<file path="src/sv/qds_pkg.sv">
package qds_pkg;

	localparam int KEY_IN_W = 32;
	localparam int CNT_W = 16;
	localparam int RESULT_LIMIT = 16;
	localparam int MAX_CAP = 16;

	localparam logic [1:0] KIND_POST = 2'd0;
	localparam logic [1:0] KIND_INCOMING = 2'd1;
	localparam logic [1:0] KIND_TICK = 2'd2;
	localparam logic [1:0] KIND_UNKNOWN = 2'd3;

	localparam logic [1:0] ST_ACCEPTED = 2'd0;
	localparam logic [1:0] ST_SUPPRESSED = 2'd1;
	localparam logic [1:0] ST_DROPPED = 2'd2;

	localparam logic RES_STATUS = 1'b0;
	localparam logic RES_SENT = 1'b1;

	localparam logic [1:0] REG_DEFER = 2'd0;
	localparam logic [1:0] REG_HISTORY = 2'd1;
	localparam logic [1:0] REG_MAXQ = 2'd2;

	localparam logic [15:0] DEFER_RESET = 16'd100;
	localparam logic [15:0] HISTORY_RESET = 16'd100;
	localparam logic [4:0] MAXQ_RESET = 5'd16;

	typedef enum logic [1:0] {
		CMD_POST,
		CMD_INCOMING,
		CMD_TICK
	} cmd_e_t;

	typedef struct packed {
		cmd_e_t cmd;
		logic [KEY_IN_W-1:0] key;
		logic send_now;
	} cmd_t;

	typedef struct packed {
		logic result_kind;
		logic [1:0] status;
		logic [KEY_IN_W-1:0] sent_key;
		logic [3:0] packet_number;
		logic end_of_packet;
		logic last;
	} res_t;

	typedef struct packed {
		logic [CNT_W-1:0] defer_ticks;
		logic [CNT_W-1:0] history_ticks;
		logic [4:0] max_q;
	} cfg_t;

	typedef enum logic [2:0] {
		E_IDLE,
		E_SCAN,
		E_ACT,
		E_TICK_DEC,
		E_OUTER,
		E_INNER,
		E_FLUSH
	} eng_state_t;

endpackage

</file>
<file path="src/sv/qds_front.sv">
module qds_front (
	input  logic clk,
	input  logic arst_n,
	input  logic push,
	output logic full,
	input  logic [1:0] kind,
	input  logic [qds_pkg::KEY_IN_W-1:0] query_key,
	input  logic send_now,
	output logic cmd_valid,
	output qds_pkg::cmd_t cmd_data,
	input  logic cmd_pop
);

	// Two-entry command queue; unknown kinds are accepted and discarded.
	qds_pkg::cmd_t slot_q [2];
	logic rd_q;
	logic wr_q;
	logic [1:0] cnt_q;
	logic known;
	logic enq;
	logic deq;
	qds_pkg::cmd_t cls;

	always_comb begin
		cls.key = query_key;
		cls.send_now = send_now;
		known = 1'b1;
		case (kind)
			qds_pkg::KIND_POST: cls.cmd = qds_pkg::CMD_POST;
			qds_pkg::KIND_INCOMING: cls.cmd = qds_pkg::CMD_INCOMING;
			qds_pkg::KIND_TICK: cls.cmd = qds_pkg::CMD_TICK;
			default: begin
				cls.cmd = qds_pkg::CMD_TICK;
				known = 1'b0;
			end
		endcase
	end

	assign full = (cnt_q == 2'd2);
	assign cmd_valid = (cnt_q != 2'd0);
	assign cmd_data = slot_q[rd_q];
	assign enq = push && !full && known;
	assign deq = cmd_pop && cmd_valid;

	always_ff @(posedge clk or negedge arst_n) begin
		if (!arst_n) begin
			rd_q <= 1'b0;
			wr_q <= 1'b0;
			cnt_q <= 2'd0;
		end else begin
			if (enq) wr_q <= !wr_q;
			if (deq) rd_q <= !rd_q;
			cnt_q <= cnt_q + 2'(enq) - 2'(deq);
		end
	end

	always_ff @(posedge clk) begin
		if (enq) slot_q[wr_q] <= cls;
	end

endmodule

</file>
<file path="src/sv/qds_res_fifo.sv">
module qds_res_fifo (
	input  logic clk,
	input  logic arst_n,
	input  logic push,
	input  qds_pkg::res_t din,
	output logic full,
	input  logic pop,
	output qds_pkg::res_t dout,
	output logic empty
);

	localparam int DEPTH = 4;
	localparam int AW = $clog2(DEPTH);

	qds_pkg::res_t mem_q [DEPTH];
	logic [AW-1:0] rd_q;
	logic [AW-1:0] wr_q;
	logic [AW:0] cnt_q;
	logic do_push;
	logic do_pop;

	assign full = (cnt_q == (AW+1)'(DEPTH));
	assign empty = (cnt_q == '0);
	assign dout = mem_q[rd_q];
	assign do_push = push && !full;
	assign do_pop = pop && !empty;

	always_ff @(posedge clk or negedge arst_n) begin
		if (!arst_n) begin
			rd_q <= '0;
			wr_q <= '0;
			cnt_q <= '0;
		end else begin
			if (do_push) wr_q <= wr_q + 1'b1;
			if (do_pop) rd_q <= rd_q + 1'b1;
			cnt_q <= cnt_q + (AW+1)'(do_push) - (AW+1)'(do_pop);
		end
	end

	always_ff @(posedge clk) begin
		if (do_push) mem_q[wr_q] <= din;
	end

endmodule

</file>
<file path="src/sv/qds_engine.sv">
module qds_engine #(
	parameter int TABLE_DEPTH = 16,
	parameter int KEY_WIDTH = 32
) (
	input  logic clk,
	input  logic arst_n,
	input  qds_pkg::cfg_t cfg,
	input  logic cmd_valid,
	input  qds_pkg::cmd_t cmd_data,
	output logic cmd_pop,
	output logic res_push,
	output qds_pkg::res_t res_data,
	input  logic res_full
);

	localparam int AW = (TABLE_DEPTH > 1) ? $clog2(TABLE_DEPTH) : 1;
	localparam int PW = $clog2(TABLE_DEPTH + 1);
	localparam int CW = qds_pkg::CNT_W;

	qds_pkg::eng_state_t state_q, state_d;
	logic [TABLE_DEPTH-1:0] valid_q;
	logic [TABLE_DEPTH-1:0] hist_q;
	logic [KEY_WIDTH-1:0] key_q [TABLE_DEPTH];
	logic [CW-1:0] cnt_q [TABLE_DEPTH];

	qds_pkg::cmd_t cur_q;
	logic [PW-1:0] ptr_q;
	logic [PW-1:0] i_q;
	logic [4:0] n_q;
	logic [4:0] count_q;
	logic [3:0] pkt_q;
	qds_pkg::res_t held_q;
	logic hv_q;
	logic fh_q, fp_q, ff_q;
	logic [AW-1:0] pend_idx_q;
	logic [AW-1:0] free_idx_q;
	logic [CW-1:0] pend_cnt_q;

	logic [AW-1:0] rd_idx;
	logic [KEY_WIDTH-1:0] rd_key;
	logic [CW-1:0] rd_cnt;
	logic rd_valid, rd_hist;
	logic [KEY_WIDTH-1:0] cur_key;
	logic key_eq;
	logic [4:0] cap;
	logic [CW-1:0] when;
	logic stall_out;
	logic outer_done, head_due, outer_send, outer_skip;
	logic inner_done, inner_send, inner_skip;
	logic act_go;
	logic [1:0] post_status;
	qds_pkg::res_t new_sent;

	// One read port into the table: the outer pointer while looking for due
	// heads, the shared scan pointer otherwise.
	assign rd_idx = (state_q == qds_pkg::E_OUTER) ? i_q[AW-1:0] : ptr_q[AW-1:0];
	assign rd_key = key_q[rd_idx];
	assign rd_cnt = cnt_q[rd_idx];
	assign rd_valid = valid_q[rd_idx];
	assign rd_hist = hist_q[rd_idx];
	assign cur_key = KEY_WIDTH'(cur_q.key);
	assign key_eq = (rd_key == cur_key);
	assign when = cur_q.send_now ? '0 : cfg.defer_ticks;

	always_comb begin
		if (cfg.max_q == 5'd0) cap = 5'd1;
		else if (cfg.max_q > 5'(qds_pkg::MAX_CAP)) cap = 5'(qds_pkg::MAX_CAP);
		else cap = cfg.max_q;
	end

	assign stall_out = hv_q && res_full;
	assign outer_done = (i_q == PW'(TABLE_DEPTH)) || (n_q == 5'(qds_pkg::RESULT_LIMIT));
	assign head_due = rd_valid && !rd_hist && (rd_cnt == '0);
	assign outer_send = (state_q == qds_pkg::E_OUTER) && !outer_done && head_due && !stall_out;
	assign outer_skip = (state_q == qds_pkg::E_OUTER) && !outer_done && !head_due;
	assign inner_done = (ptr_q == PW'(TABLE_DEPTH)) || (count_q >= cap) ||
		(n_q == 5'(qds_pkg::RESULT_LIMIT));
	assign inner_send = (state_q == qds_pkg::E_INNER) && !inner_done && rd_valid && !rd_hist &&
		!stall_out;
	assign inner_skip = (state_q == qds_pkg::E_INNER) && !inner_done && !(rd_valid && !rd_hist);
	assign act_go = (state_q == qds_pkg::E_ACT) &&
		((cur_q.cmd != qds_pkg::CMD_POST) || !res_full);

	always_comb begin
		if (fh_q) post_status = qds_pkg::ST_SUPPRESSED;
		else if (fp_q || ff_q) post_status = qds_pkg::ST_ACCEPTED;
		else post_status = qds_pkg::ST_DROPPED;
	end

	always_comb begin
		new_sent.result_kind = qds_pkg::RES_SENT;
		new_sent.status = qds_pkg::ST_ACCEPTED;
		new_sent.sent_key = qds_pkg::KEY_IN_W'(rd_key);
		new_sent.packet_number = pkt_q;
		new_sent.end_of_packet = 1'b0;
		new_sent.last = 1'b0;
	end

	always_comb begin
		state_d = state_q;
		cmd_pop = 1'b0;
		res_push = 1'b0;
		res_data = held_q;
		case (state_q)
			qds_pkg::E_IDLE: begin
				if (cmd_valid) begin
					cmd_pop = 1'b1;
					state_d = (cmd_data.cmd == qds_pkg::CMD_TICK) ?
						qds_pkg::E_TICK_DEC : qds_pkg::E_SCAN;
				end
			end
			qds_pkg::E_SCAN: begin
				if (ptr_q == PW'(TABLE_DEPTH - 1)) state_d = qds_pkg::E_ACT;
			end
			qds_pkg::E_ACT: begin
				if (cur_q.cmd == qds_pkg::CMD_POST) begin
					res_data.result_kind = qds_pkg::RES_STATUS;
					res_data.status = post_status;
					res_data.sent_key = '0;
					res_data.packet_number = '0;
					res_data.end_of_packet = 1'b0;
					res_data.last = 1'b1;
					res_push = !res_full;
				end
				if (act_go) state_d = qds_pkg::E_IDLE;
			end
			qds_pkg::E_TICK_DEC: begin
				state_d = qds_pkg::E_OUTER;
			end
			qds_pkg::E_OUTER: begin
				if (outer_done) state_d = qds_pkg::E_FLUSH;
				else if (outer_send) begin
					res_push = hv_q;
					state_d = qds_pkg::E_INNER;
				end
			end
			qds_pkg::E_INNER: begin
				if (inner_done) state_d = qds_pkg::E_OUTER;
				else if (inner_send) res_push = hv_q;
			end
			qds_pkg::E_FLUSH: begin
				res_data.last = 1'b1;
				if (!hv_q) state_d = qds_pkg::E_IDLE;
				else if (!res_full) begin
					res_push = 1'b1;
					state_d = qds_pkg::E_IDLE;
				end
			end
			default: state_d = qds_pkg::E_IDLE;
		endcase
	end

	always_ff @(posedge clk or negedge arst_n) begin
		if (!arst_n) state_q <= qds_pkg::E_IDLE;
		else state_q <= state_d;
	end

	always_ff @(posedge clk or negedge arst_n) begin
		if (!arst_n) begin
			valid_q <= '0;
			hist_q <= '0;
			ptr_q <= '0;
			i_q <= '0;
			n_q <= '0;
			count_q <= '0;
			pkt_q <= '0;
			hv_q <= 1'b0;
			fh_q <= 1'b0;
			fp_q <= 1'b0;
			ff_q <= 1'b0;
		end else begin
			case (state_q)
				qds_pkg::E_IDLE: begin
					ptr_q <= '0;
					fh_q <= 1'b0;
					fp_q <= 1'b0;
					ff_q <= 1'b0;
				end
				qds_pkg::E_SCAN: begin
					ptr_q <= ptr_q + 1'b1;
					if (rd_valid && rd_hist && key_eq) fh_q <= 1'b1;
					if (rd_valid && !rd_hist && key_eq) fp_q <= 1'b1;
					if (!rd_valid) ff_q <= 1'b1;
				end
				qds_pkg::E_ACT: begin
					if (act_go) begin
						if (cur_q.cmd == qds_pkg::CMD_POST) begin
							if (!fh_q && !fp_q && ff_q) begin
								valid_q[free_idx_q] <= 1'b1;
								hist_q[free_idx_q] <= 1'b0;
							end
						end else if (fp_q) begin
							hist_q[pend_idx_q] <= 1'b1;
						end else if (ff_q) begin
							valid_q[free_idx_q] <= 1'b1;
							hist_q[free_idx_q] <= 1'b1;
						end
					end
				end
				qds_pkg::E_TICK_DEC: begin
					for (int k = 0; k < TABLE_DEPTH; k++) begin
						if (valid_q[k] && hist_q[k] && (cnt_q[k] <= CW'(1)))
							valid_q[k] <= 1'b0;
					end
					i_q <= '0;
					n_q <= '0;
					pkt_q <= '0;
					hv_q <= 1'b0;
				end
				qds_pkg::E_OUTER: begin
					if (outer_send) begin
						hist_q[rd_idx] <= 1'b1;
						hv_q <= 1'b1;
						n_q <= n_q + 1'b1;
						count_q <= 5'd1;
						ptr_q <= '0;
						i_q <= i_q + 1'b1;
					end else if (outer_skip) begin
						i_q <= i_q + 1'b1;
					end
				end
				qds_pkg::E_INNER: begin
					if (inner_done) pkt_q <= pkt_q + 1'b1;
					else if (inner_send) begin
						hist_q[rd_idx] <= 1'b1;
						n_q <= n_q + 1'b1;
						count_q <= count_q + 1'b1;
						ptr_q <= ptr_q + 1'b1;
					end else if (inner_skip) begin
						ptr_q <= ptr_q + 1'b1;
					end
				end
				qds_pkg::E_FLUSH: begin
					if (!res_full) hv_q <= 1'b0;
				end
				default: ;
			endcase
		end
	end

	always_ff @(posedge clk) begin
		case (state_q)
			qds_pkg::E_IDLE: begin
				if (cmd_pop) cur_q <= cmd_data;
			end
			qds_pkg::E_SCAN: begin
				if (rd_valid && !rd_hist && key_eq && !fp_q) begin
					pend_idx_q <= rd_idx;
					pend_cnt_q <= rd_cnt;
				end
				if (!rd_valid && !ff_q) free_idx_q <= rd_idx;
			end
			qds_pkg::E_ACT: begin
				if (act_go) begin
					if (cur_q.cmd == qds_pkg::CMD_POST) begin
						if (!fh_q && fp_q) begin
							if (when < pend_cnt_q) cnt_q[pend_idx_q] <= when;
						end else if (!fh_q && ff_q) begin
							key_q[free_idx_q] <= cur_key;
							cnt_q[free_idx_q] <= when;
						end
					end else if (fp_q) begin
						cnt_q[pend_idx_q] <= cfg.history_ticks;
					end else if (ff_q) begin
						key_q[free_idx_q] <= cur_key;
						cnt_q[free_idx_q] <= cfg.history_ticks;
					end
				end
			end
			qds_pkg::E_TICK_DEC: begin
				for (int k = 0; k < TABLE_DEPTH; k++) begin
					if (valid_q[k] && (cnt_q[k] != '0)) cnt_q[k] <= cnt_q[k] - 1'b1;
				end
			end
			qds_pkg::E_OUTER: begin
				if (outer_send) begin
					cnt_q[rd_idx] <= cfg.history_ticks;
					held_q <= new_sent;
				end
			end
			qds_pkg::E_INNER: begin
				if (inner_done) held_q.end_of_packet <= 1'b1;
				else if (inner_send) begin
					cnt_q[rd_idx] <= cfg.history_ticks;
					held_q <= new_sent;
				end
			end
			default: ;
		endcase
	end

endmodule

</file>
<file path="src/sv/query_duplicate_suppression_scheduler_top.sv">
// A post or incoming query is taken from the command queue in the idle
// state, one table slot is compared per scan step, and the result is then
// applied in one update state, which a post holds while the result queue is
// full; a post's status beat is written to the result queue as it leaves it.
// The engine takes no new command until it is back in the idle state; a tick
// walks the table for due heads and then, per packet, for further keys, all
// through the single table read port.
// Reset: arst_n clears the table's valid bits and the queues at once and
// loads the default registers; no clearing pass is needed.
module query_duplicate_suppression_scheduler_top #(
	parameter int TABLE_DEPTH = 16,
	parameter int KEY_WIDTH = 32
) (
	input  logic clk,
	input  logic arst_n,
	input  logic push,
	output logic full,
	input  logic [1:0] kind,
	input  logic [31:0] query_key,
	input  logic send_now,
	output logic empty,
	input  logic pop,
	output logic result_kind,
	output logic [1:0] status,
	output logic [31:0] sent_key,
	output logic [3:0] packet_number,
	output logic end_of_packet,
	output logic last,
	input  logic wr_en,
	input  logic [1:0] wr_index,
	input  logic [15:0] wr_data
);

	// Configuration registers. The user must make writes only while the block
	// is idle; the block does not enforce this. The engine reads them directly.
	qds_pkg::cfg_t cfg_q;

	always_ff @(posedge clk or negedge arst_n) begin
		if (!arst_n) begin
			cfg_q.defer_ticks <= qds_pkg::DEFER_RESET;
			cfg_q.history_ticks <= qds_pkg::HISTORY_RESET;
			cfg_q.max_q <= qds_pkg::MAXQ_RESET;
		end else if (wr_en) begin
			case (wr_index)
				qds_pkg::REG_DEFER: cfg_q.defer_ticks <= wr_data;
				qds_pkg::REG_HISTORY: cfg_q.history_ticks <= wr_data;
				qds_pkg::REG_MAXQ: cfg_q.max_q <= wr_data[4:0];
				default: ;
			endcase
		end
	end

	// The front classifies each accepted beat and queues known kinds as commands;
	// the engine walks the table for each command; results drain through a
	// small queue so the engine keeps working while the consumer stalls, until the queue is full.
	logic cmd_valid;
	logic cmd_pop;
	qds_pkg::cmd_t cmd_data;
	logic res_push;
	logic res_full;
	qds_pkg::res_t res_in;
	qds_pkg::res_t res_out;

	qds_front u_front (
		.clk(clk),
		.arst_n(arst_n),
		.push(push),
		.full(full),
		.kind(kind),
		.query_key(query_key),
		.send_now(send_now),
		.cmd_valid(cmd_valid),
		.cmd_data(cmd_data),
		.cmd_pop(cmd_pop)
	);

	qds_engine #(
		.TABLE_DEPTH(TABLE_DEPTH),
		.KEY_WIDTH(KEY_WIDTH)
	) u_engine (
		.clk(clk),
		.arst_n(arst_n),
		.cfg(cfg_q),
		.cmd_valid(cmd_valid),
		.cmd_data(cmd_data),
		.cmd_pop(cmd_pop),
		.res_push(res_push),
		.res_data(res_in),
		.res_full(res_full)
	);

	qds_res_fifo u_res_fifo (
		.clk(clk),
		.arst_n(arst_n),
		.push(res_push),
		.din(res_in),
		.full(res_full),
		.pop(pop),
		.dout(res_out),
		.empty(empty)
	);

	assign result_kind = res_out.result_kind;
	assign status = res_out.status;
	assign sent_key = res_out.sent_key;
	assign packet_number = res_out.packet_number;
	assign end_of_packet = res_out.end_of_packet;
	assign last = res_out.last;

	// The engine never offers a beat that the result queue cannot take.
	a_no_overflow: assert property (@(posedge clk) disable iff (!arst_n)
		res_push |-> !res_full)
		else $error("result beat pushed into a full queue");

	// A post status beat is always the only, and so the last, beat of its item.
	a_status_last: assert property (@(posedge clk) disable iff (!arst_n)
		(!empty && (result_kind == qds_pkg::RES_STATUS)) |-> last)
		else $error("post status beat without last");

	// The last sent key of a tick also closes its packet.
	a_last_closes_packet: assert property (@(posedge clk) disable iff (!arst_n)
		(!empty && (result_kind == qds_pkg::RES_SENT) && last) |-> end_of_packet)
		else $error("tick ended inside an open packet");

endmodule
</file>
<file path="config.mk">
export PLATFORM = sky130hd
export DESIGN_NAME = query_duplicate_suppression_scheduler_top
export DESIGN_NICKNAME = d
export VERILOG_FILES = /design/src/sv/qds_pkg.sv /design/src/sv/qds_front.sv /design/src/sv/qds_res_fifo.sv /design/src/sv/qds_engine.sv /design/src/sv/query_duplicate_suppression_scheduler_top.sv
export SDC_FILE = /design/constraint.sdc
export NUM_CORES = 2
export LEC_CHECK = 0
export ABC_CLOCK_PERIOD_IN_PS = 9800
export BUFFER_PORTS_ARGS = -buffer_cell sky130_fd_sc_hd__buf_2
export CAP_MARGIN = 15
export CORE_MARGIN = 2
export CORE_UTILIZATION = 49
export CTS_CLUSTER_SIZE = 8
export DETAILED_ROUTE_END_ITERATION = 7
export PLACE_DENSITY = 0.63
export SYNTH_ARGS = -nofsm -noshare
export SYNTH_HDL_FRONTEND = slang
export SYNTH_SLANG_ARGS = --single-unit
</file>
<file path="constraint.sdc">
create_clock -name clk -period 9.8 [get_ports clk]
set_clock_uncertainty 0.05 [all_clocks]
set_input_delay 0.98 -clock clk [delete_from_list [all_inputs] [get_ports clk]]
set_output_delay 0.98 -clock clk [all_outputs]
set_load 0.02 [all_outputs]
</file>
# [After elaboration in Yosys (flattened, before gate mapping)]
# Memories as Yosys holds them, arrays and structs flattened.
# Cells that the tools add are included.
[totals] memories=4 in_bits=58 output_inout_bits=43 regBits=211 mem_bits_rw=1002
[op_classes] eq_ne=54 n_lt_le_gt_ge=25 mux=200 reduce_logical=170 bitwise_logic=10 n_addsub=27
[memory_table] memory="u_engine.key_q" depth=16 width=32 read_ports=1 rd_ports_with_merged_regs=0 wr=1 line="qds_engine.sv:23" source="logic [KEY_WIDTH-1:0] key_q [TABLE_DEPTH];"
[memory_table] memory="u_engine.cnt_q" depth=16 width=16 read_ports=17 rd_ports_with_merged_regs=0 wr=16 line="qds_engine.sv:24" source="logic [CW-1:0] cnt_q [TABLE_DEPTH];"
[memory_table] memory="u_res_fifo.mem_q" depth=4 width=41 read_ports=1 rd_ports_with_merged_regs=0 wr=1 line="qds_res_fifo.sv:15" source="qds_pkg::res_t mem_q [DEPTH];"
[memory_table] memory="u_front.slot_q" depth=2 width=35 read_ports=1 rd_ports_with_merged_regs=0 wr=1 line="qds_front.sv:15" source="qds_pkg::cmd_t slot_q [2];"
[op_table] op="2-to-1 mux 16 bit" count=20
[op_table] op="less-or-equal comparator 16 x 1 -> 1 bit (second input constant)" count=16
[op_table] op="nonzero test 16 bit" count=16
[op_table] op="subtractor 16 x 1 -> 16 bit (second input constant)" count=16
[op_table] op="2-to-1 mux 1 bit" count=123
[op_table] op="2-to-1 mux 41 bit" count=3
[op_table] op="AND reduction 6 bit" count=17
[op_table] op="case mux 41 bit (2 select lines)" count=1
[op_table] op="logical AND 1 bit" count=78
[op_table] op="2-to-1 mux 5 bit" count=14
[op_table] op="OR 16 bit" count=4
[op_table] op="case mux 16 bit (3 select lines)" count=1
[op_table] op="OR reduction 16 bit" count=3
[op_table] op="!= test 2 x 1 -> 1 bit (second input constant)" count=23
[op_table] op="2-to-1 mux 40 bit" count=1
[op_table] op="2-to-1 mux 39 bit" count=1
[op_table] op="equality test 32 bit" count=1
[op_table] op="2-to-1 mux 32 bit" count=1
[op_table] op="case mux 16 bit (2 select lines)" count=1
[op_table] op="2-to-1 mux 3 bit" count=8
[op_table] op="AND reduction 2 bit" count=11
[op_table] op="case mux 3 bit (7 select lines)" count=1
[op_table] op="adder 5 x 1 -> 5 bit (second input constant)" count=4
[op_table] op="2-to-1 mux 4 bit" count=5
[op_table] op="other kinds (50)" count=117

# [Logic depth before layout (Yosys ltp)]
[logic_depth] word_depth=18 depth_mapped=21 mapped_depth_nobuf=16

# [Modules after synthesis]
# Synthesis repeated with hierarchy kept, for this count alone.
[hier_totals] hier_cells=4670 hier_area_um2=59649.7
[modules_own_cells] module="qds_engine" cells_per_inst=4205 instances=1 area_per_inst_um2=48886.9 seq_area_each_um2=27521.4
[modules_own_cells] module="qds_res_fifo" cells_per_inst=256 instances=1 area_per_inst_um2=6443.7 seq_area_each_um2=5099.9
[modules_own_cells] module="qds_front" cells_per_inst=130 instances=1 area_per_inst_um2=2911.5 seq_area_each_um2=2202.1
[modules_own_cells] module="query_duplicate_suppression_scheduler_top" cells_per_inst=79 instances=1 area_per_inst_um2=1407.6 seq_area_each_um2=934.6

# [Least setup slack after synthesis]
# OpenSTA, ideal clock, no wires.
[synth_path] kind="flip-flop to flip-flop" startpoint="register u_engine.i_q[1]" endpoint="memory u_engine.cnt_q[11][0] (netlist bit), enable pin" n_path_buf=3 setup_ns=0.447 stages_incl_launch_ff=12 slack_ns=3.635 arrival_ns=5.668 cell_sequence="dfrtp_1 -> buf_2 -> buf_1 -> mux4_2 -> a211oi_1 -> nor4_1 -> or4_1 -> or4b_1 -> nor4_4 -> nor2_1 -> clkbuf_1 -> o311ai_0"
[synth_rtl] item="start, declared" line="qds_engine.sv:28" source="logic [PW-1:0] i_q;"
[synth_rtl] item="start signal, assigned" line="qds_engine.sv:217" source="i_q <= i_q + 1'b1;"
[synth_rtl] item="start signal, assigned" line="qds_engine.sv:219" source="i_q <= i_q + 1'b1;"
[synth_rtl] item="end, declared" line="qds_engine.sv:24"

# [Final worst setup path]
[layout_path] startpoint="register u_engine.state_q[0]" endpoint="memory u_res_fifo.mem_q[2][10] (netlist bit), enable pin"
[layout_rtl] item="start, declared" line="qds_engine.sv:20" source="qds_pkg::eng_state_t state_q, state_d;"
[layout_rtl] item="start signal, assigned" line="qds_engine.sv:154" source="if (!arst_n) state_q <= qds_pkg::E_IDLE;"
[layout_rtl] item="start signal, assigned" line="qds_engine.sv:155" source="else state_q <= state_d;"
[layout_rtl] item="equality test 3 bit" line="qds_engine.sv:56" source="assign rd_idx = (state_q == qds_pkg::E_OUTER) ? i_q[AW-1:0] : ptr_q[AW-1:0];"
[layout_rtl] item="2-to-1 mux 4 bit" line="qds_engine.sv:56"
[layout_rtl] item="memory (16 x 16 bit)"
[layout_rtl] item="named net u_engine.rd_cnt[0]" line="qds_engine.sv:41" source="logic [CW-1:0] rd_cnt;"
[layout_rtl] item="logical NOT 16 bit" line="qds_engine.sv:73" source="assign head_due = rd_valid && !rd_hist && (rd_cnt == '0);"
[layout_rtl] item="logical AND 1 bit" line="qds_engine.sv:73"
[layout_rtl] item="logical AND 1 bit (2 in a row)" line="qds_engine.sv:74" source="assign outer_send = (state_q == qds_pkg::E_OUTER) && !outer_done && head_due && !stall_out;"
[layout_rtl] item="2-to-1 mux 1 bit" line="qds_engine.sv:132" source="else if (outer_send) begin"
[layout_rtl] item="2-to-1 mux 1 bit" line="qds_engine.sv:131" source="if (outer_done) state_d = qds_pkg::E_FLUSH;"
[layout_rtl] item="case mux 1 bit (4 select lines)" line="qds_engine.sv:104" source="case (state_q)"
[layout_rtl] item="logical AND 1 bit" line="qds_res_fifo.sv:25" source="assign do_push = push && !full;"
[layout_rtl] item="2-to-1 mux 1 bit" line="qds_res_fifo.sv:41" source="if (do_push) mem_q[wr_q] <= din;"
[layout_rtl] item="2-to-1 mux 1 bit (implied by the code)" line="qds_res_fifo.sv:41"
[layout_rtl] item="end, declared" line="qds_res_fifo.sv:15"
# The timed path passes the listed nets, and every way through them passes these cells. The select of a mux whose other input is x is not followed.

==> flow_summary.yaml <==
outcome:
  outcome: "completed"
synth:
  postSynthAreaPerCell_sq_um: 13.18
  ys_top_cells_by_area: "edfxtp_1 (56%), mux4_2 (6.5%), dfrtp_1 (4.4%)"
  async_set_reset_flop_share_out_of_synthesis: 0.09181
  synth-seq-area-share: 0.6034
  yosysMostFrequentCell: "edfxtp_1"
  netlist_instances: 4497
  largest_family_of_logic_cells_by_synthesized_area: "multiplexers"
  synth_warnings: 0
  dominantRegCellSynth: "edfxtp_1"
  synth_compound_area_frac: 0.07308
  synth_top_area_cell: "edfxtp_1"
  yosys.area.top_type_share: 0.5564
  number_of_distinct_library_cell_variants_in_the_gate_level_netlist_after_synthesis: 81
  synth_edf_count: 1098
  synth-simple-area-share: 0.1048
  arithmetic_cell_share_of_the_synthesized_area_counting_full_adders_half_adders_and_majority_gates: 0.01829
  multiplexer_share_of_the_synthesized_area: 0.1339
  yosys_register_bits: 1209
  summed_instance_area_of_the_synthesized_netlist_sq_um: 59260
  post_synth_most_frequent_cells: "edfxtp_1 (1098), nor2_1 (409), nand2_1 (391)"
  yosys.area_share.xor_xnor: 0.04079
  syn_nets: 4641
global_route:
  grt_first_pass_wirelength_mm: 253.1
  grt.overflow.total: 0
  antenna_violations_before_repair: 6
  grt_max_degree: 62
  number_of_global_route_vias_before_repair: 37220
  grt.total_usage: 0.2790
power_and_ir_drop:
  power_leakage_nw: 23.36
  ir_worst_vdd_v: 0.0002342
  design_power_total_w: 0.01778
  power_density_nw_per_um2: 266.3
routing:
  drt_pass1_iterations: 5
  postRouteWirelength_mm: 172.9
  post-route-drc-count: 0
  ant_nets: 0
  top_layer: "met5"
  drt_first_iter_violations: 5028
  via_count: 39880
  wl_met2_mm: 74.31
  met3_wirelength_mm: 18.70
  average_via_count_per_standard_cell: 6.298
  metal1_wirelength_mm: 74.33
  avgRoutedWirePerCell_um: 27.31
cts:
  cts_num_sinks: 1209
  cts_tree: "yes"
  cts_hold_fix_bufs: 0
  clk-insertion-delay-late_ns: 0.81
  cts_htree_levels: 4
  clock-root-buffer: "clkbuf_16"
  cts.repair_timing.setup_buffer_count: 0
  number_of_buffers_between_clock_root_and_the_deepest_sink: 3
  cts_repair_resize_count: 0
  clk_pin_slew_ns: 0.05
  cts_inserted_buffers: 169
worst_setup_path:
  regToRegEndpoint: "u_res_fifo.mem_q[2][10]$_DFFE_PP_"
  reg2reg_depth: 14
  crit_type: "flip-flop to flip-flop"
  r2r_setup_slack_ns: 2.09
  critPathCaptureType: "flip-flop"
  worstReg2RegStart: "u_engine.state_q[0]$_DFFE_PN0P_"
  critical_path_arrival_ns: 8.07
  worst-endpoint-required_ns: 10.15
  timing.critical_path.fanout_max: 56
  setup.worst_path.start_class: "flip-flop"
timing:
  worst-slew-pin-transition_ns: 1.282
  timing.setup.tns_ns: 0
  timing_hold_violations_final: 0
  final-setup-viol-count: 0
  final.hold.worst_slack_ns: 0.1373
  timing.final.max_slew_violations: 0
  max_freq_mhz: 129.6
  post-route-period-util: 0.7872
  maxSlewHeadroom: 0.1390
  timing.final.crit_period_ns: 7.714
  setup_repair_after_global_routing_missed_its_margin: "no"
  final_critical_path_setup_slack_ns: 2.086
floorplan:
  die_area_sq_um: 123700
  die_h_um: 351.8
  row_count: 127
  floorplan.initialDensity: 0.4939
  die_w_um: 351.8
  num_io_pins: 101
  core-area_sq_um: 120000
placed_design:
  hpwl_mm: 110.4
  place.detailed.instances: 6057
  numPortBuffers: 100
  gp_congestion: 0.9552
  worst_case_setup_slack_after_placement_ns: 2.172
cells_and_area:
  design.final.nets: 4765
  stdcell_count: 6332
  drive_above_1_share: 0.1640
  layout.filler_cells: 9734
  areaGrowthSynthToFinish_pct: 12.67
hold_path:
  hold_crit_class: "input port to async pin"
run:
  drv.max_cap_violation_count: 0
## placed cells by master, fill, tap and decap left out, drive strengths merged, types with 16 or more instances in the layout
master | synthesis | layout
or4 | 21 | 21
a211oi | 50 | 50
nor4 | 79 | 79
xor2 | 168 | 168
buf | 100 | 216
nor2 | 409 | 409
o22ai | 16 | 16
inv | 95 | 98
mux4 | 171 | 171
o21ai | 78 | 78
a21oi | 320 | 320
and2 | 50 | 50
xnor2 | 108 | 108
dfrtp | 104 | 104
nand4 | 29 | 29
nand3 | 121 | 121
mux2i | 273 | 273
nor2b | 44 | 44
a31oi | 42 | 42
edfxtp | 1098 | 1098
nand2 | 391 | 391
o32a | 16 | 16
nor3 | 93 | 93
or3 | 16 | 16
clkbuf | 163 | 253
nor3b | 21 | 21
a32oi | 26 | 26
mux2 | 107 | 107
and3 | 19 | 19
ha | 85 | 85
## cell families after synthesis
family	after synthesis
flip-flops	1209
AND/OR/NAND/NOR	1333
multiplexers	551
XOR/XNOR	276
adder cells (fa/ha/maj)	86
AO/OA/AOI/OAI	682
buffers and inverters	360
## area by class of cell
class,count,area [sq um],area share
well taps,1612,2017,0.03021
inverters,97,372.9,0.005585
multi-input cells,2928,22250,0.3332
repair buffers,216,1463,0.02191
diodes,1,2.502,0.00003748
clock buffers,253,4544,0.06807
flip-flops and latches,1209,35770,0.5357
clock inverters,16,350.3,0.005247
## per-stage QoR
step             util  area, sq um
6_report       0.5565        66760
4_1_cts        0.5555        66650
5_1_grt        0.5565        66760
2_1_floorplan       -        59260
3_3_place_gp   0.5147        61750
3_5_place_dp   0.5147        61750
## power breakdown
part	leakage, nW	switching, W	internal [W]	total [W]
logic	9.67	0.00322	0.00190	0.00512
clock network	2.32	0.00223	0.00319	0.00542
registers	11.4	0.000686	0.00655	0.00724
## worst max path at each step
stage / startpoint / to / cells after the start
after floorplan: u_engine.i_q[1]$_DFFE_PN0P_ / u_engine.cnt_q[11][0]$_DFFE_PP_ / 11
after global placement: u_engine.state_q[0]$_DFFE_PN0P_ / u_res_fifo.mem_q[2][18]$_DFFE_PP_ / 14
after detailed placement: u_engine.state_q[0]$_DFFE_PN0P_ / u_res_fifo.mem_q[2][18]$_DFFE_PP_ / 14
after CTS: u_engine.state_q[0]$_DFFE_PN0P_ / u_res_fifo.mem_q[2][31]$_DFFE_PP_ / 14
after global routing: u_engine.state_q[0]$_DFFE_PN0P_ / u_res_fifo.mem_q[2][17]$_DFFE_PP_ / 14
final: u_engine.state_q[0]$_DFFE_PN0P_ / u_res_fifo.mem_q[2][10]$_DFFE_PP_ / 14
## sequential cells by signal (all words and copies together), names as in the netlist, 32 cells and up
name and flops:
u_engine.key_q 512, u_engine.cnt_q 256, u_res_fifo.mem_q 164, u_front.slot_q 70, cfg_q 37, u_engine.held_q 37
u_engine.cur_key 32
## per-layer routing
layer  GRT usage  up-vias
li1            -    17320
met1      0.4242    19960
met2      0.3981     2255
met3     0.05417      340
met4      0.1000        2
met5           0        -
## worst max-delay path, cell delays in order (launching register included)
cell	delay (ns)
dfrtp_1	0.76
or3b_4	0.60
buf_4	0.57
a21oi_4	0.14
inv_6	0.46
buf_4	0.56
a21oi_1	0.14
a211oi_1	0.34
nor4_1	0.10
or4_1	0.59
or4b_1	0.60
nor4_4	0.68
o21ai_1	0.21
a221oi_4	0.43
and2_2	0.97
(Power assumes the default switching activity.)
